$ cat src/rtl/assert_macros.svh
// Assertion macros shared by the checker RTL.
`ifndef ASSERT_MACROS_SVH
`define ASSERT_MACROS_SVH

// Clocked assertion that is switched off while reset is held.
`define HISC_ASSERT(lbl, clk, rst_n, prop, msg) \
    lbl: assert property (@(posedge clk) disable iff (!rst_n) prop) else $error(msg);

// Clocked assertion that also holds during reset.
`define HISC_ASSERT_ALWAYS(lbl, clk, prop, msg) \
    lbl: assert property (@(posedge clk) prop) else $error(msg);

`endif

$ cat src/rtl/hisc_pkg.sv
// Package with shared types, codes and the character classifier.
package hisc_pkg;

    // Field widths.
    localparam int unsigned CH_W     = 8;
    localparam int unsigned LEN_W    = 6;
    localparam int unsigned CNT_W    = 3;
    localparam int unsigned DIG_W    = 2;
    localparam int unsigned OCTET_W  = 8;

    // Item command codes.
    localparam logic CMD_CHAR = 1'b0;
    localparam logic CMD_END  = 1'b1;

    // Configuration register indexes.
    localparam logic CFG_MAX_LABEL = 1'b0;
    localparam logic CFG_MIN_TLD   = 1'b1;

    // Register reset values.
    localparam logic [LEN_W-1:0] MAX_LABEL_RST = 6'd63;
    localparam logic [LEN_W-1:0] MIN_TLD_RST   = 6'd2;

    // Dotted quad limits.
    localparam logic [CNT_W-1:0] OCTET_CNT_SAT  = 3'd5;
    localparam logic [CNT_W-1:0] OCTET_CNT_DOTS = 3'd3;
    localparam logic [DIG_W-1:0] OCTET_DIG_MAX  = 2'd3;
    localparam logic [11:0]      OCTET_VAL_MAX  = 12'd255;

    // Characters of interest.
    localparam logic [CH_W-1:0] CH_DOT    = 8'h2E;
    localparam logic [CH_W-1:0] CH_HYPHEN = 8'h2D;
    localparam logic [CH_W-1:0] CH_ZERO   = 8'h30;
    localparam logic [CH_W-1:0] CH_NINE   = 8'h39;
    localparam logic [CH_W-1:0] CH_UP_A   = 8'h41;
    localparam logic [CH_W-1:0] CH_UP_Z   = 8'h5A;
    localparam logic [CH_W-1:0] CH_LO_A   = 8'h61;
    localparam logic [CH_W-1:0] CH_LO_Z   = 8'h7A;

    // Class of one character, plus its digit value.
    typedef struct packed {
        logic             is_digit;
        logic             is_dot;
        logic             is_letter;
        logic             is_hyphen;
        logic [3:0]       digit;
    } t_char_cls;

    // Per-item control from the top level to the trackers.
    typedef struct packed {
        logic upd;
        logic clr;
    } t_step_ctl;

    function automatic t_char_cls hisc_classify(input logic [CH_W-1:0] c);
        t_char_cls r;
        logic [CH_W-1:0] off;
        off         = c - CH_ZERO;
        r.is_digit  = (c >= CH_ZERO) && (c <= CH_NINE);
        r.is_dot    = (c == CH_DOT);
        r.is_hyphen = (c == CH_HYPHEN);
        r.is_letter = ((c >= CH_UP_A) && (c <= CH_UP_Z)) ||
                      ((c >= CH_LO_A) && (c <= CH_LO_Z));
        r.digit     = off[3:0];
        return r;
    endfunction

endpackage

$ cat src/rtl/hisc_quad.sv
// Dotted quad tracker: octet count, digit count and value of the current octet.
`include "assert_macros.svh"
module hisc_quad
    import hisc_pkg::*;
(
    input  logic      i_clk,
    input  logic      i_rst_n,
    input  t_step_ctl i_ctl,
    input  t_char_cls i_cls,
    output logic      o_quad_ok
);

    logic               r_failed, n_failed;
    logic [CNT_W-1:0]   r_count, n_count;
    logic [DIG_W-1:0]   r_digits, n_digits;
    logic [OCTET_W-1:0] r_value, n_value;
    logic [11:0]        w_next_val;

    // Value of the octet if the current digit is appended.
    assign w_next_val = {1'b0, r_value, 3'b000} + {3'b000, r_value, 1'b0} +
                        {8'h00, i_cls.digit};

    // Per-character update of the quad state.
    always_comb begin
        n_failed = r_failed;
        n_count  = r_count;
        n_digits = r_digits;
        n_value  = r_value;
        if (i_ctl.upd && !r_failed) begin
            if (i_cls.is_digit) begin
                if ((r_digits >= OCTET_DIG_MAX) || (w_next_val > OCTET_VAL_MAX)) begin
                    n_failed = 1'b1;
                end else begin
                    n_digits = r_digits + 2'd1;
                    n_value  = w_next_val[OCTET_W-1:0];
                end
            end else if (i_cls.is_dot) begin
                if (r_digits == '0) begin
                    n_failed = 1'b1;
                end else begin
                    if (r_count < OCTET_CNT_SAT) begin
                        n_count = r_count + 3'd1;
                    end
                    n_digits = '0;
                    n_value  = '0;
                end
            end else begin
                n_failed = 1'b1;
            end
        end
    end

    // State registers, cleared by reset and after every end item.
    always_ff @(posedge i_clk) begin
        if (!i_rst_n || i_ctl.clr) begin
            r_failed <= 1'b0;
            r_count  <= '0;
            r_digits <= '0;
            r_value  <= '0;
        end else begin
            r_failed <= n_failed;
            r_count  <= n_count;
            r_digits <= n_digits;
            r_value  <= n_value;
        end
    end

    // Exactly four complete octets means three dots and a digit after the last.
    assign o_quad_ok = !r_failed && (r_digits != '0) && (r_count == OCTET_CNT_DOTS);

    // An octet with no digits yet always has a zero value.
    `HISC_ASSERT(a_empty_octet_zero, i_clk, i_rst_n, (r_digits == '0) |-> (r_value == '0), "octet value without digits")

endmodule

$ cat src/rtl/hisc_host.sv
// Hostname tracker: label length, letter count, dot and hyphen flags.
`include "assert_macros.svh"
module hisc_host
    import hisc_pkg::*;
(
    input  logic             i_clk,
    input  logic             i_rst_n,
    input  t_step_ctl        i_ctl,
    input  t_char_cls        i_cls,
    input  logic [LEN_W-1:0] i_max_label_len,
    input  logic [LEN_W-1:0] i_min_tld_len,
    output logic             o_host_ok
);

    logic             r_failed, n_failed;
    logic             r_seen_dot, n_seen_dot;
    logic [LEN_W-1:0] r_len, n_len;
    logic [LEN_W-1:0] r_letters, n_letters;
    logic             r_prev_hyphen, n_prev_hyphen;

    // Per-character update of the hostname state.
    always_comb begin
        n_failed      = r_failed;
        n_seen_dot    = r_seen_dot;
        n_len         = r_len;
        n_letters     = r_letters;
        n_prev_hyphen = r_prev_hyphen;
        if (i_ctl.upd && !r_failed) begin
            if (i_cls.is_dot) begin
                if ((r_len == '0) || r_prev_hyphen) begin
                    n_failed = 1'b1;
                end else begin
                    n_seen_dot    = 1'b1;
                    n_len         = '0;
                    n_letters     = '0;
                    n_prev_hyphen = 1'b0;
                end
            end else if (i_cls.is_letter || i_cls.is_digit) begin
                if (r_len >= i_max_label_len) begin
                    n_failed = 1'b1;
                end else begin
                    n_len         = r_len + 6'd1;
                    n_prev_hyphen = 1'b0;
                    if (i_cls.is_letter) begin
                        n_letters = r_letters + 6'd1;
                    end
                end
            end else if (i_cls.is_hyphen) begin
                if ((r_len == '0) || (r_len >= i_max_label_len)) begin
                    n_failed = 1'b1;
                end else begin
                    n_len         = r_len + 6'd1;
                    n_prev_hyphen = 1'b1;
                end
            end else begin
                n_failed = 1'b1;
            end
        end
    end

    // State registers, cleared by reset and after every end item.
    always_ff @(posedge i_clk) begin
        if (!i_rst_n || i_ctl.clr) begin
            r_failed      <= 1'b0;
            r_seen_dot    <= 1'b0;
            r_len         <= '0;
            r_letters     <= '0;
            r_prev_hyphen <= 1'b0;
        end else begin
            r_failed      <= n_failed;
            r_seen_dot    <= n_seen_dot;
            r_len         <= n_len;
            r_letters     <= n_letters;
            r_prev_hyphen <= n_prev_hyphen;
        end
    end

    // The name needs a dot, and the last label must be non-empty, all letters and long enough.
    assign o_host_ok = !r_failed && (r_len != '0) && !r_prev_hyphen && r_seen_dot &&
                       (r_len >= i_min_tld_len) && (r_letters == r_len);

    // A trailing hyphen is only ever recorded inside a started label.
    `HISC_ASSERT(a_hyphen_in_label, i_clk, i_rst_n, r_prev_hyphen |-> (r_len != '0), "hyphen flag with empty label")

endmodule

$ cat src/rtl/hostname_ipv4_syntax_check.sv
// Top level of the hostname and IPv4 dotted quad syntax checker.
//
// Channel   Direction  Handshake                 Payload
// input     in         i_valid / o_stall         i_cmd, i_ch
// result    out        o_valid / i_stall         o_valid_res, o_numeric_form
// config    in         i_cfg_valid / o_cfg_ready i_cfg_index, i_cfg_data
//
// One item is taken per clock unless the input stalls; a character item updates the
// trackers in the cycle after it is accepted, through the input register.
// An end item's verdict is written to the result register at the edge where the
// item leaves the input register, which a result register still full can delay.
// Reset is synchronous and active low; it restores both configuration registers
// and clears all string state.
// The input stalls only while an end item waits in the input register and the
// result register still holds a verdict that is not taken.
`include "assert_macros.svh"
module hostname_ipv4_syntax_check
    import hisc_pkg::*;
(
    input  logic             i_clk,
    input  logic             i_rst_n,
    input  logic             i_valid,
    output logic             o_stall,
    input  logic             i_cmd,
    input  logic [CH_W-1:0]  i_ch,
    output logic             o_valid,
    input  logic             i_stall,
    output logic             o_valid_res,
    output logic             o_numeric_form,
    input  logic             i_cfg_valid,
    output logic             o_cfg_ready,
    input  logic             i_cfg_index,
    input  logic [LEN_W-1:0] i_cfg_data
);

    logic             r_in_valid;
    logic             r_in_cmd;
    logic [CH_W-1:0]  r_in_ch;
    logic             r_out_valid;
    logic             r_out_res;
    logic             r_out_num;
    logic             r_only_dd, n_only_dd;
    logic [LEN_W-1:0] r_max_label_len;
    logic [LEN_W-1:0] r_min_tld_len;
    logic             w_out_free;
    logic             w_consume;
    logic             w_take_in;
    logic             w_quad_ok;
    logic             w_host_ok;
    t_char_cls        w_cls;
    t_step_ctl        w_ctl;

    // Handshake: the stored item leaves unless it is an end item facing a full slot.
    assign w_out_free = !r_out_valid || !i_stall;
    assign w_consume  = r_in_valid && ((r_in_cmd == CMD_CHAR) || w_out_free);
    assign o_stall    = r_in_valid && !w_consume;
    assign w_take_in  = i_valid && !o_stall;
    assign o_cfg_ready = 1'b1;

    // Input register.
    always_ff @(posedge i_clk) begin
        if (!i_rst_n) begin
            r_in_valid <= 1'b0;
        end else if (w_take_in || w_consume) begin
            r_in_valid <= w_take_in;
        end
        if (w_take_in) begin
            r_in_cmd <= i_cmd;
            r_in_ch  <= i_ch;
        end
    end

    // Classification and tracker control for the stored item.
    assign w_cls     = hisc_classify(r_in_ch);
    assign w_ctl.upd = w_consume && (r_in_cmd == CMD_CHAR);
    assign w_ctl.clr = w_consume && (r_in_cmd == CMD_END);

    hisc_quad u_quad (
        .i_clk     (i_clk),
        .i_rst_n   (i_rst_n),
        .i_ctl     (w_ctl),
        .i_cls     (w_cls),
        .o_quad_ok (w_quad_ok)
    );

    hisc_host u_host (
        .i_clk           (i_clk),
        .i_rst_n         (i_rst_n),
        .i_ctl           (w_ctl),
        .i_cls           (w_cls),
        .i_max_label_len (r_max_label_len),
        .i_min_tld_len   (r_min_tld_len),
        .o_host_ok       (w_host_ok)
    );

    // Digits-and-dots flag picks which check gives the verdict.
    always_comb begin
        n_only_dd = r_only_dd;
        if (w_ctl.upd && !(w_cls.is_digit || w_cls.is_dot)) begin
            n_only_dd = 1'b0;
        end
    end

    always_ff @(posedge i_clk) begin
        if (!i_rst_n || w_ctl.clr) begin
            r_only_dd <= 1'b1;
        end else begin
            r_only_dd <= n_only_dd;
        end
    end

    // Result register.
    always_ff @(posedge i_clk) begin
        if (!i_rst_n) begin
            r_out_valid <= 1'b0;
        end else if (w_ctl.clr) begin
            r_out_valid <= 1'b1;
        end else if (!i_stall) begin
            r_out_valid <= 1'b0;
        end
        if (w_ctl.clr) begin
            r_out_res <= r_only_dd ? w_quad_ok : w_host_ok;
            r_out_num <= r_only_dd;
        end
    end

    assign o_valid        = r_out_valid;
    assign o_valid_res    = r_out_res;
    assign o_numeric_form = r_out_num;

    // Configuration registers.
    always_ff @(posedge i_clk) begin
        if (!i_rst_n) begin
            r_max_label_len <= MAX_LABEL_RST;
            r_min_tld_len   <= MIN_TLD_RST;
        end else if (i_cfg_valid && o_cfg_ready) begin
            unique case (i_cfg_index)
                CFG_MAX_LABEL: r_max_label_len <= i_cfg_data;
                CFG_MIN_TLD:   r_min_tld_len   <= i_cfg_data;
                default:       r_max_label_len <= r_max_label_len;
            endcase
        end
    end

    // A new verdict appears only after an end item left the input register.
    `HISC_ASSERT(a_result_from_end, i_clk, i_rst_n, $rose(r_out_valid) |-> $past(w_ctl.clr), "result without end item")
    // Input back-pressure comes only from a blocked end item.
    `HISC_ASSERT(a_stall_cause, i_clk, i_rst_n, o_stall |-> (r_in_cmd == CMD_END && r_out_valid && i_stall), "unexpected input stall")

endmodule
$ cat config.mk
export PLATFORM = sky130hd
export DESIGN_NAME = hostname_ipv4_syntax_check
export DESIGN_NICKNAME = d
export VERILOG_FILES = /design/src/rtl/hisc_pkg.sv /design/src/rtl/hisc_quad.sv /design/src/rtl/hisc_host.sv /design/src/rtl/hostname_ipv4_syntax_check.sv
export VERILOG_INCLUDE_DIRS = /design/src /design/src/rtl
export SDC_FILE = /design/constraint.sdc
export NUM_CORES = 1
export LEC_CHECK = 0
export BUFFER_PORTS_ARGS = -buffer_cell sky130_fd_sc_hd__buf_4
export CAP_MARGIN = 20
export CORE_UTILIZATION = 40
export CTS_BUF_LIST = sky130_fd_sc_hd__clkbuf_4 sky130_fd_sc_hd__clkbuf_8
export DETAILED_ROUTE_END_ITERATION = 8
export PLACE_DENSITY_LB_ADDON = 0.05
export SYNTH_ARGS = -nofsm -noshare
export SYNTH_HDL_FRONTEND = slang
export SYNTH_HIERARCHICAL = 1
export SYNTH_SLANG_ARGS = --single-unit
$ cat constraint.sdc
create_clock -name i_clk -period 6.46 [get_ports i_clk]
set_input_delay 1.292 -clock i_clk [delete_from_list [all_inputs] [get_ports i_clk]]
set_output_delay 1.292 -clock i_clk [all_outputs]
set_load 0.01 [all_outputs]
## Yosys cells after proc, flatten, opt, wreduce, memory -nomap -nowiden

Index checks and enable logic that the tools add are counted.
W data, S select, Z words.

- Flip-flop bits (word level): 55
- Input bits: 21
- Output and inout port bits: 5
- Word-level logic and storage cells: 148

- $add $sub $neg: 7
- $lt $le $gt $ge: 11
- Eq/ne operators: 16
- Multiplexer cells: 37
- Bitwise gates (word level): 5
- Reductions and logical operators: 54

Operators by type and width:

| cell | count |
|---|---|
| $mux W6 | 10 |
| $mux W8 | 4 |
| $mux W1 | 19 |
| $logic_and A1 B1 Y1 | 18 |
| $eq A8 B6 Y1 const B | 2 |
| $ge A8 B7 Y1 const B | 2 |
| $le A8 B7 Y1 const B | 2 |
| $reduce_and A5 Y1 | 3 |
| $add A11 B9 Y12 | 1 |
| $add A12 B4 Y12 | 1 |
| $add A6 B1 Y6 const B | 2 |
| $ge A6 B6 Y1 | 2 |
| $gt A12 B8 Y1 const B | 1 |
| $logic_or A1 B1 Y1 | 10 |
| $logic_not A1 Y1 | 9 |
| $ge A8 B6 Y1 const B | 1 |
| $le A8 B6 Y1 const B | 1 |
| $mux W2 | 4 |
| $ne A2 B2 Y1 const B | 4 |
| $reduce_and A4 Y1 | 2 |
| $reduce_bool A2 Y1 | 4 |
| $eq A6 B6 Y1 | 1 |
| $logic_not A6 Y1 | 1 |
| $ne A2 B1 Y1 const B | 3 |
| other kinds (16) | 23 |

## Logic depth before layout (Yosys ltp)

Gate-level depths: netlist of run 1.

- Depth after elaboration: 9
- Depth in mapped cells: 11

## Hierarchy

The synthesis of run 1 kept the hierarchy.

Modules (own cells, without submodules):

| module | instances | cells each | area each (um2) | sequential area each (um2) |
|---|---|---|---|---|
| hisc_host | 1 | 144 | 1,227.4 | 300.3 |
| hisc_quad | 1 | 122 | 1,144.8 | 280.3 |
| hostname_ipv4_syntax_check | 1 | 97 | 993.5 | 630.6 |

## Worst setup path after synthesis of run 1

No wires, ideal clock.

- Path kind: reg-to-reg
- Start: register r_in_ch[3]
- End: register u_quad.r_digits[0]
- Arrival: 2,788 ps
- Path slack: 3,551 ps
- Cell stages (with the launch flop): 11
- Period minus slack after synthesis: 2,909 ps
- Cells stage by stage: edfxtp_1 inv_1 fa_1 fa_1 nor2b_4 o31a_1 o31a_1 o311a_4 and3_4 buf_6 mux2_4

- Word-level cells in the longest chain between the ends: 6
- Elaborated cells between the ends (all ways): 13
- Classes of those cells: 2 x add/sub; 3 x order compare; 3 x eq/ne; 1 x mux; 4 x reduce/logical

RTL lines:

| element | line | RTL |
|---|---|---|
| start, declared | hostname_ipv4_syntax_check.sv:38 | `logic [CH_W-1:0] r_in_ch;` |
| start signal, assigned | hostname_ipv4_syntax_check.sv:69 | `r_in_ch <= i_ch;` |
| $sub A4 B1 Y4 | hisc_pkg.sv:57 | `off = c - CH_ZERO;` |
| $add A12 B4 Y12 | hisc_quad.sv:20 | `assign w_next_val = {1'b0, r_value, 3'b000} + {3'b000, r_value, 1'b0} +` |
| $gt A12 B8 Y1 | hisc_quad.sv:31 | `if ((r_digits >= OCTET_DIG_MAX) \|\| (w_next_val > OCTET_VAL_MAX)) begin` |
| $logic_or A1 B1 Y1 | hisc_quad.sv:31 |  |
| $ne A2 B2 Y1 (no source line) | - |  |
| $reduce_and A4 Y1 (no source line) | - |  |
| end signal, assigned | hisc_quad.sv:63 | `r_digits <= n_digits;` |
| end, declared | hisc_quad.sv:15 | `logic [DIG_W-1:0] r_digits, n_digits;` |

Several ways; a longest one is shown, not always the timed one.
A chain may end at the register's enable or synchronous reset.

## Final worst setup path of run 1

- Start: input port i_stall
- End: output port o_stall

- Word-level cells in the longest chain between the ends: 6

RTL lines:

| element | line | RTL |
|---|---|---|
| start, declared | hostname_ipv4_syntax_check.sv:27 | `input logic i_stall,` |
| $logic_not A1 Y1 | - |  |
| $logic_or A1 B1 Y1 | hostname_ipv4_syntax_check.sv:54 | `assign w_out_free = !r_out_valid \|\| !i_stall;` |
| $logic_or A1 B1 Y1 | hostname_ipv4_syntax_check.sv:55 | `assign w_consume = r_in_valid && ((r_in_cmd == CMD_CHAR) \|\| w_out_free);` |
| $logic_and A1 B1 Y1 | hostname_ipv4_syntax_check.sv:55 |  |
| $logic_not A1 Y1 | hostname_ipv4_syntax_check.sv:56 | `assign o_stall = r_in_valid && !w_consume;` |
| $logic_and A1 B1 Y1 | hostname_ipv4_syntax_check.sv:56 |  |
| end, declared | hostname_ipv4_syntax_check.sv:23 | `output logic o_stall,` |

Every way passes these cells.

==> impl_metrics.csv, run 1 <==
group,metric,value,unit
synth,ys_types,67,
worst_setup_path,cp.required,5.17,ns
synth,synth-compound-area-share,0.187,
worst_setup_path,crit_type,"input port to output port",
route,drt_wl_total,6870,um
grt,antenna_found_initial,0,
place,dp_cells,485,
cts,cts_sinks,55,
synth,synth_ff_type,"dfxtp_1",
finish,instances_no_fill,493,
sta,fin_crit_sh,0.473,
cts,root_buffer,"clkbuf_8",
synth,synth_fa_ha_area_frac,0.138,
synth,synth.avg_cell_area,9.27,um^2
power_and_ir_drop,switchingPower,152,uW
cts,cts_tree,"done",
finish,area_delta_synth_final,10.6,%
synth,yosysTopAreaCell,"dfxtp_1",
sta,finalCriticalPeriod,3.06,ns
power_and_ir_drop,p_seq_frac,0.599,
finish,nets,444,
worst_setup_path,rrSetupSlack,3.45,ns
synth,synth_area_leaders,"dfxtp_1 26%, ha_1 13%, edfxtp_1 9.8%",
worst_setup_path,start_kind,"input port",
power_and_ir_drop,powerDensity,164,nW/um^2
finish,antenna_cells,0,
grt,grt_pass1_vias,2471,
route,ant_nets,0,
place,pre_cts_slack,3.40,ns
sta,final_max_slew_viol_count,0,
synth,synth_top_family_by_area,"simple AND/OR/NAND/NOR gates",
power_and_ir_drop,ir_worst_vdd,0.0000870,V
grt,grt_max_degree,18,
route,drc,0,
synth,synth_xor_xnor_area_share,0.0234,
floorplanning,die_h,93.7,um
route,dr.pass1.iters,4,
worst_setup_path,crit_top_cell,"buf_4",
synth,ys_warn_count,6,
route,avgRoutedWirePerCell,13.9,um
synth,yosysMostFrequentCell,"dfxtp_1",
synth,synth_cells,363,
sta,rsz0062_at_grt,"no",
floorplanning,die_x,93.7,um
route,route.vias.total,2596,
sta,setup_viol,0,
power_and_ir_drop,swShare,0.248,
finish,drive_gt1_frac,0.126,
sta,fin_ws,3.40,ns
power_and_ir_drop,clkPwrFrac,0.313,
synth,ys_seq_area_frac,0.360,
floorplanning,core,8180,um^2
route,first_iter_violations,125,
floorplanning,core.rowCount,33,
worst_setup_path,crit_fanout,3,
synth,synth_edf_count,11,
floorplanning,die-area,8790,um^2
power_and_ir_drop,leakagePower,1.62,nW
power_and_ir_drop,p_int,460,uW
cts,htreeDepth,2,
grt,grt_overflow,0,
place,gp_congestion,0.791,
power_and_ir_drop,comb_power_share,0.088,
synth,ys_seq_elements,55,
cts,cts_made_buffers,5,
place,place_hpwl,5230,um
cts,cts_hold_repair.buffers,0,
flow_run,max-cap-violations,0,
synth,synthMuxAreaShare,0.0316,
status,status,"completed",
cts,clockBufferDepth,2,
synth,synth_area,3370,um^2
floorplanning,io_pins,26,
route,vias_per_cell,5.27,
sta,relSlewSlack,0.378,
worst_setup_path,crit_arrival,1.77,ns
cts,clkTransAtPathRegs,0.10,ns
floorplanning,initial_utilization,0.412,
synth,synth_top_area_frac,0.262,
cts,cts_resized,0,
cts,clock_latency,0.31,ns
cts,postCtsSetupBuffers,0,
sta,tightest_slew,0.932,ns
worst_setup_path,slowest_delay,0.18,ns
synth,synthArstFlopShare,0,
power_and_ir_drop,total_power,612,uW
synth,syn-num-nets,420,
worst_setup_path,crit_path_top_delay_cell,"nor2_1",
worst_setup_path,endpoint_kind,"output port",
worst_setup_path,path_cells,"buf_4, nand2_1, nor2_1, buf_4",
grt,grt_usage,0.168,
sta,hold_violations,0,
place,io_buffers,24,
synth,synthTopCellsByCount,"44 x dfxtp_1, 40 x nand2_1, 34 x ha_1, 34 x inv_1, 25 x a21oi_1",
sta,fmaxAchievable,327,MHz
worst_hold_path,min_path_type,"flip-flop to flip-flop",
sta,setup_tns,0,ns
synth,synth_simple_gate_area_frac,0.208,
grt,grt_first_pass_wirelength,11600,um
sta,fin_skew,0.00929,ns
==> critical path: cells and delay by family <==
| family | cells | cell delay, ns |
|---|---|---|
| buf+inv | 2 | 0.23 |
| simple gates | 2 | 0.24 |
==> layout by cell type (no fill, tap or decap), drive strengths merged, types with 3 or more instances in the layout <==
cell,instances
xnor2,4
a211oi,6
ha,34
o21a,5
a31oi,3
nand2b,14
and4,3
nand3,21
o31ai,3
clkbuf,5
nand4,3
mux2i,8
nor4,4
a21o,4
a21oi,26
nor3,3
nor2b,9
nor2,14
buf,24
a22o,9
and3,4
a211o,3
inv,35
dfxtp,44
nand2,40
o21ai,9
edfxtp,11
xor2,5
==> area by class of cell <==
cell class	count	area, um^2
Clock inverter	3	18.8
Timing Repair Buffer	24	180
Clock buffer	5	68.8
Tap cell	105	131
Multi-Input combinational cell	267	1980
Inverter	34	128
Sequential cell	55	1210
Fill cell	831	4450
==> power by group through the flow <==
stage               Sequential (mW)  Clock [mW]  Combinational (mW)
finish                        0.367       0.191              0.0540
global route                  0.368       0.217              0.0613
CTS                           0.367       0.203              0.0548
detailed placement            0.375           0              0.0544
global placement              0.375           0              0.0538
floorplan                     0.373           0              0.0360
==> through the flow <==
stage	utilization	cell area (um^2)	hold WS (ns)
detailed placement	0.445	3630	0.448
CTS	0.455	3720	0.465
global placement	0.445	3630	0.447
finish	0.455	3720	0.463
global route	0.455	3720	0.500
floorplan	-	3370	0.430
==> state kept, by name, summed over array words and instances, names as in the netlist <==
register,count
u_host/r_seen_dot,1
r_max_label_len,6
r_min_tld_len,6
u_host/r_len,6
r_in_cmd,1
u_host/r_prev_hyphen,1
r_only_dd,1
r_in_ch,8
o_numeric_form,1
u_quad/r_failed,1
o_valid,1
u_host/r_failed,1
o_valid_res,1
u_quad/r_digits,2
u_quad/r_count,3
u_quad/r_value,8
u_host/r_letters,6
r_in_valid,1
==> logic make-up (layout without fill, tap and decap cells) <==
kind of cell               Yosys count  after routing
AOI/OAI and AO/OA                   81             81
xor gates and xnor gates             9              9
adders and majority gates           36             36
buffers and inverters               41             66
DFF                                 55             55
muxes                               10             10
other                                1              1
and+or+nand+nor                    130            130
==> layer usage <==
layer,global-route usage,part of all wire,up-vias
met5,0,0,-
met4,0.0462,0.0098,0
met3,0.0267,0.016,6
met2,0.285,0.48,18
met1,0.219,0.49,1218
li1,-,-,1354
==> worst paths after layout <==
kind	from	to	cells after the start
setup / recovery	i_stall	o_stall	4
hold / removal	r_min_tld_len[3]$_SDFFE_PN0P_	r_min_tld_len[3]$_SDFFE_PN0P_	2
setup reg to reg	r_in_ch[3]$_DFFE_PP_	u_quad/r_digits[0]$_SDFFE_PP0P_	9
hold reg to reg	r_min_tld_len[3]$_SDFFE_PN0P_	r_min_tld_len[3]$_SDFFE_PN0P_	2
(Power assumes the default switching activity.)
==> run 2: changes to the inputs <==
ABC_AREA = 1   (was unset)
clock period = 3.2 ns   (was 6.46 ns; I/O delays follow)
==> run 2 against run 1 <==
  * Non-clock buffer count grew 4
  * Sequential share of layout area shrank 3.0 points
  * Die area grew 11%
  * Clock skew shrank 0.0052 ns
  * Largest cell class unchanged
  * Routed wire length grew 12%
  * Setup slack lost 2.8 ns
==> impl_metrics.csv, run 2 <==
group,metric,value,unit
route,first_iter_violations,89,
floorplanning,die-area,9760,um^2
synth,ys_seq_area_frac,0.323,
sta,rsz0062_at_grt,"no",
finish,drive_gt1_frac,0.129,
synth,synth_simple_gate_area_frac,0.346,
worst_hold_path,min_path_cells,2,
cts,clockBufferDepth,2,
floorplanning,core,8890,um^2
worst_setup_path,start_kind,"flip-flop",
sta,relSlewSlack,0.580,
cts,cts_made_buffers,5,
synth,synthTopCellsByCount,"129 x nand2_1, 81 x inv_1, 74 x nor2_1",
worst_hold_path,hold_path_end,"u_host/r_seen_dot$_SDFFE_PP0P_",
worst_setup_path,worstRegToRegCells,15,
cts,clock_latency,0.31,ns
worst_setup_path,rrSetupSlack,0.58,ns
finish,final_cell_mix,"129 x nand2_1, 81 x inv_1, 74 x nor2_1",
cts,cts_tree,"done",
finish,reg_top3,"r_in_ch x8, u_quad/r_value x8",
place,place_hpwl,6070,um
synth,ys_types,44,
worst_setup_path,crit_fanout,11,
synth,synth-compound-area-share,0.0818,
route,drt_wl_total,7680,um
sta,fmaxAchievable,382,MHz
synth,synth_area_leaders,"dfxtp_1 24%, nand2_1 13%, ha_1 11%",
route,drc,0,
sta,finalCriticalPeriod,2.62,ns
worst_setup_path,r2r-start,"r_in_ch[3]$_DFFE_PP_",
synth,synth_top_area_frac,0.235,
cts,clkTransAtPathRegs,0.10,ns
worst_setup_path,r2r-end,"u_quad/r_digits[0]$_SDFFE_PP0P_",
worst_setup_path,cp.required,3.41,ns
route,avgRoutedWirePerCell,11.5,um
route,route.vias.total,3174,
cts,cts_sinks,55,
sta,final_max_slew_viol_count,0,
synth,ys_seq_elements,55,
synth,synth_fa_ha_area_frac,0.124,
worst_setup_path,crit_type,"flip-flop to flip-flop",
sta,tightest_slew,0.628,ns
grt,grt_overflow,0,
route,ant_nets,0,
place,gp_congestion,0.803,
finish,final_common_cell,"nand2_1",
finish,nets,616,
synth,synth_area,3750,um^2
cts,htreeDepth,2,
cts,cts_resized,0,
worst_hold_path,min_from,"u_host/r_seen_dot$_SDFFE_PP0P_",
synth,synth_xor_xnor_area_share,0.00935,
sta,fin_crit_sh,0.819,
synth,synth_edf_count,11,
sta,hold_violations,0,
route,vias_per_cell,4.75,
place,dp_cells,660,
power_and_ir_drop,ir_worst_vdd,0.000227,V
synth,synthMuxAreaShare,0.00301,
grt,antenna_found_initial,0,
cts,postCtsSetupBuffers,0,
synth,yosysMostFrequentCell,"nand2_1",
floorplanning,io_pins,26,
power_and_ir_drop,leakagePower,2.11,nW
cts,root_buffer,"clkbuf_8",
grt,grt_usage,0.176,
synth,yosysTopAreaCell,"dfxtp_1",
floorplanning,die_x,98.8,um
synth,synth_ff_type,"dfxtp_1",
sta,fin_skew,0.00414,ns
finish,area_delta_synth_final,9.42,%
flow_run,max-cap-violations,0,
floorplanning,die_h,98.8,um
finish,antenna_cells,0,
worst_setup_path,endpoint_kind,"flip-flop",
synth,synthArstFlopShare,0,
worst_setup_path,crit_arrival,2.83,ns
floorplanning,initial_utilization,0.421,
synth,syn-num-nets,591,
floorplanning,core.rowCount,34,
place,io_buffers,24,
grt,grt_pass1_vias,3097,
power_and_ir_drop,powerDensity,310,nW/um^2
grt,grt_max_degree,19,
synth,ys_warn_count,6,
finish,fillers,921,
finish,instances_no_fill,668,
worst_hold_path,min_path_type,"flip-flop to flip-flop",
sta,setup_tns,0,ns
synth,synth_top_family_by_area,"simple AND/OR/NAND/NOR gates",
status,status,"completed",
grt,grt_first_pass_wirelength,14000,um
cts,cts_hold_repair.buffers,0,
route,dr.pass1.iters,4,
synth,synth.avg_cell_area,7.02,um^2
sta,setup_viol,0,
synth,synth_cells,534,
-- run 2: critical path: stages, from the launching register on --
cell      delay (ns)
edfxtp_1        0.39
inv_1           0.08
fa_1            0.52
fa_1            0.42
inv_1           0.08
nand2_1         0.07
nand2_1         0.12
nand3_1         0.11
nand3_1         0.10
nand2_1         0.07
nor2_2          0.09
nand2_2         0.08
nand2_4         0.13
nand2_4         0.10
nor2_1          0.10
nor2_1          0.05
-- run 2: stage by stage --
step / power [mW] / worst slack, ns / util / hold WS, ns / area, um^2
after floorplan: 0.844 / 0.805 / - / 0.429 / 3750
after global placement: 0.887 / 0.658 / 0.451 / 0.446 / 4010
after detailed placement: 0.889 / 0.602 / 0.451 / 0.455 / 4010
after CTS: 1.29 / 0.586 / 0.461 / 0.476 / 4100
after global routing: 1.34 / 0.290 / 0.461 / 0.480 / 4100
final: 1.27 / 0.580 / 0.461 / 0.472 / 4100
-- run 2: cell families (layout without fill, tap and decap cells) --
logic type,after synthesis,in the layout
simple gates,287,287
buf+inv,98,124
flops,55,55
compound gates,52,52
fa+ha+maj,36,36
xor+xnor,4,4
other cells,1,1
mux,1,1
-- run 2: power breakdown --
group	switching [mW]	internal (mW)	leakage, nW
clock	0.239	0.159	0.0477
sequential	0.0137	0.728	0.463
combinational	0.0758	0.0544	1.60
-- run 2: area by class of cell --
class	instances	area [um^2]	share of cell area
multi-input combinational	381	2120	0.517
sequential	55	1210	0.295
inverter	88	333	0.0812
timing repair buffer	28	210	0.0513
tap	108	135	0.0330
clock buffer	5	68.8	0.0168
clock inverter	3	23.8	0.00580
-- run 2: layer usage --
metal / share of wire / vias to the layer above / GRT usage
li1: - / 1730 / -
met1: 0.52 / 1383 / 0.243
met3: 0.030 / 5 / 0.0227
met2: 0.44 / 56 / 0.293
met4: 0.0078 / 0 / 0.0402
met5: 0 / - / 0
-- run 2: worst max path at each step --
stage	from	endpoint	slack (ns)	cells after the start
2_1_floorplan	r_in_ch[3]$_DFFE_PP_	u_quad/r_digits[1]$_SDFFE_PP0P_	0.81	16
3_3_place_gp	r_in_ch[3]$_DFFE_PP_	u_quad/r_value[0]$_SDFFE_PP0P_	0.66	15
3_5_place_dp	r_in_ch[3]$_DFFE_PP_	u_quad/r_digits[0]$_SDFFE_PP0P_	0.60	15
4_1_cts	r_in_ch[3]$_DFFE_PP_	u_quad/r_value[1]$_SDFFE_PP0P_	0.59	16
5_1_grt	r_in_ch[3]$_DFFE_PP_	u_quad/r_value[4]$_SDFFE_PP0P_	0.29	15
6_report	r_in_ch[3]$_DFFE_PP_	u_quad/r_digits[0]$_SDFFE_PP0P_	0.58	15
==> run 3: changes to the inputs <==
clock period = 2.6 ns   (was 3.2 ns; I/O delays follow)
==> run 3 against run 2 <==
  * Die area did not move
  * Hold slack got worse by 0.094 ns
  * Non-clock buffer count rose by 7
  * Global-route usage rose by 0.25 points
  * Register-to-register slack got worse by 0.46 ns
  * Fmax rose by 5.8%
  * First-iteration DRC count rose by 21%
  * Utilization rose by 2.1 points
  * Final area rose by 4.5%
  * Combinational power rose by 30%
==> impl_metrics.csv, run 3 (same netlist as run 2, synthesis figures left out) <==
group,metric,value,unit
grt,grt_usage,0.179,
power_and_ir_drop,ir_worst_vdd,0.000204,V
sta,setup_viol,0,
worst_hold_path,min_path_type,"input port to flip-flop",
worst_setup_path,r2r-end,"u_quad/r_value[7]$_SDFFE_PP0P_",
status,status,"completed",
route,vias_per_cell,4.78,
sta,fin_crit_sh,0.953,
cts,clkTransAtPathRegs,0.09,ns
finish,reg_top3,"r_in_ch x8, u_quad/r_value x8",
place,dp_cells,665,
cts,clock_latency,0.32,ns
grt,grt_overflow,0,
sta,fmaxAchievable,404,MHz
cts,root_buffer,"clkbuf_8",
sta,finalCriticalPeriod,2.48,ns
sta,tightest_slew,0.953,ns
worst_setup_path,cp.required,2.81,ns
route,route.vias.total,3233,
grt,grt_first_pass_wirelength,13900,um
cts,htreeDepth,2,
power_and_ir_drop,leakagePower,2.15,nW
place,io_buffers,24,
cts,cts_made_buffers,5,
worst_setup_path,endpoint_kind,"flip-flop",
finish,nets,625,
route,drt_wl_total,8120,um
worst_hold_path,min_from,"i_ch[1]",
floorplanning,core.rowCount,34,
worst_setup_path,crit_type,"flip-flop to flip-flop",
place,place_hpwl,6200,um
route,ant_nets,0,
worst_setup_path,rrSetupSlack,0.12,ns
floorplanning,core,8890,um^2
sta,fin_skew,0.0126,ns
power_and_ir_drop,total_power,1.60,mW
worst_setup_path,start_kind,"flip-flop",
worst_setup_path,r2r-start,"r_in_ch[2]$_DFFE_PP_",
sta,rsz0062_at_grt,"yes",
worst_hold_path,hold_path_end,"r_in_ch[1]$_DFFE_PP_",
grt,grt_pass1_vias,3041,
power_and_ir_drop,powerDensity,373,nW/um^2
finish,instances_no_fill,677,
sta,setup_tns,0,ns
worst_setup_path,crit_fanout,6,
sta,final_max_slew_viol_count,0,
grt,grt_max_degree,18,
cts,clockBufferDepth,2,
worst_setup_path,crit_arrival,2.69,ns
route,avgRoutedWirePerCell,12.0,um
grt,antenna_found_initial,0,
route,dr.pass1.iters,4,
route,drc,0,
finish,final_common_cell,"nand2_1",
flow_run,max-cap-violations,0,
sta,hold_violations,0,
floorplanning,die_h,98.8,um
route,first_iter_violations,108,
floorplanning,die-area,9760,um^2
worst_setup_path,worstRegToRegCells,17,
floorplanning,initial_utilization,0.421,
finish,drive_gt1_frac,0.185,
floorplanning,die_x,98.8,um
place,gp_congestion,0.805,
cts,cts_sinks,55,
cts,cts_tree,"done",
finish,final_cell_mix,"122 x nand2_1, 77 x inv_1, 72 x nor2_1",
cts,cts_hold_repair.buffers,0,
sta,relSlewSlack,0.362,
worst_hold_path,min_path_cells,1,
finish,area_delta_synth_final,14.3,%
finish,antenna_cells,0,
floorplanning,io_pins,26,
==> run 3: cell types whose count changed in the layout (fill, tap and decap cells not counted), moves of 2 or more <==
cell,change
a21oi_1,-2
a21oi_2,+2
buf_4,+7
fa_1,-2
fa_2,+2
ha_1,-3
ha_4,+3
inv_1,-4
inv_2,+4
nand2_1,-7
nand2_2,+7
nand3_1,-3
nand3_2,+3
nor2_1,-2
==> run 3: metal layers <==
metal | global-route usage | vias to the layer above | routed length [um]
met5 | 0 | - | 0
met4 | 0.0482 | 0 | 89
met3 | 0.0255 | 7 | 231
met2 | 0.282 | 53 | 3420
met1 | 0.254 | 1426 | 4380
li1 | - | 1747 | -
==> run 3: metrics by stage <==
stage	utilization	setup slack [ns]	instance area [um^2]	hold slack [ns]
2_1_floorplan	-	0.205	3750	0.429
3_3_place_gp	0.455	0.0790	4050	0.447
3_5_place_dp	0.455	-0.0164	4050	0.448
4_1_cts	0.468	0.0154	4160	0.363
5_1_grt	0.482	-0.0466	4280	0.355
6_report	0.482	0.123	4280	0.378
==> run 3: worst max-delay path, cell delays in order (launching register included) <==
cell and delay, ns:
edfxtp_1 0.46, ha_4 0.31, ha_4 0.13, inv_2 0.04
fa_2 0.37, inv_2 0.07, nand2_2 0.06, nand2_2 0.09
nand3_2 0.09, nand2_1 0.08, nand2_1 0.05, nand2_2 0.07
nor2_2 0.04, nand2_2 0.10, nand2_4 0.11, buf_4 0.16
a21oi_2 0.11, nor2_1 0.05
==> run 3: area by class of cell <==
class / count / area (um^2)
Inverter: 88 / 333
Timing Repair Buffer: 35 / 263
Tap cell: 108 / 135
Clock inverter: 1 / 8.76
Clock buffer: 7 / 90.1
Multi-Input combinational cell: 383 / 2240
Fill cell: 880 / 4610
Sequential cell: 55 / 1210
==> run 3: worst max path at each step <==
stage	from	to	slack [ns]	cells after the start
2_1_floorplan	r_in_ch[3]$_DFFE_PP_	u_quad/r_digits[1]$_SDFFE_PP0P_	0.21	16
3_3_place_gp	r_in_ch[3]$_DFFE_PP_	u_quad/r_value[0]$_SDFFE_PP0P_	0.08	16
3_5_place_dp	r_in_ch[3]$_DFFE_PP_	u_quad/r_value[1]$_SDFFE_PP0P_	-0.02	16
4_1_cts	u_quad/r_value[2]$_SDFFE_PP0P_	u_quad/r_value[1]$_SDFFE_PP0P_	0.02	16
5_1_grt	r_in_ch[3]$_DFFE_PP_	u_quad/r_value[6]$_SDFFE_PP0P_	-0.05	16
6_report	r_in_ch[2]$_DFFE_PP_	u_quad/r_value[7]$_SDFFE_PP0P_	0.12	17
==> run 3: where the power goes <==
part / leakage, nW / switching [mW] / total, mW / internal, mW
Sequential: 0.463 / 0.0168 / 0.913 / 0.896
Clock: 0.0519 / 0.284 / 0.514 / 0.230
Combinational: 1.64 / 0.0976 / 0.169 / 0.0713
Total: 2.15 / 0.399 / 1.60 / 1.20
==> run 3: repair_timing <==
action                                 4_1_cts  5_1_grt
setup endpoints to repair                    5       11
endpoints found under the hold margin        0        0
cloned                                       1        1
pin swaps                                    2       17
resized for setup                            1       26
buffers inserted                             1        1
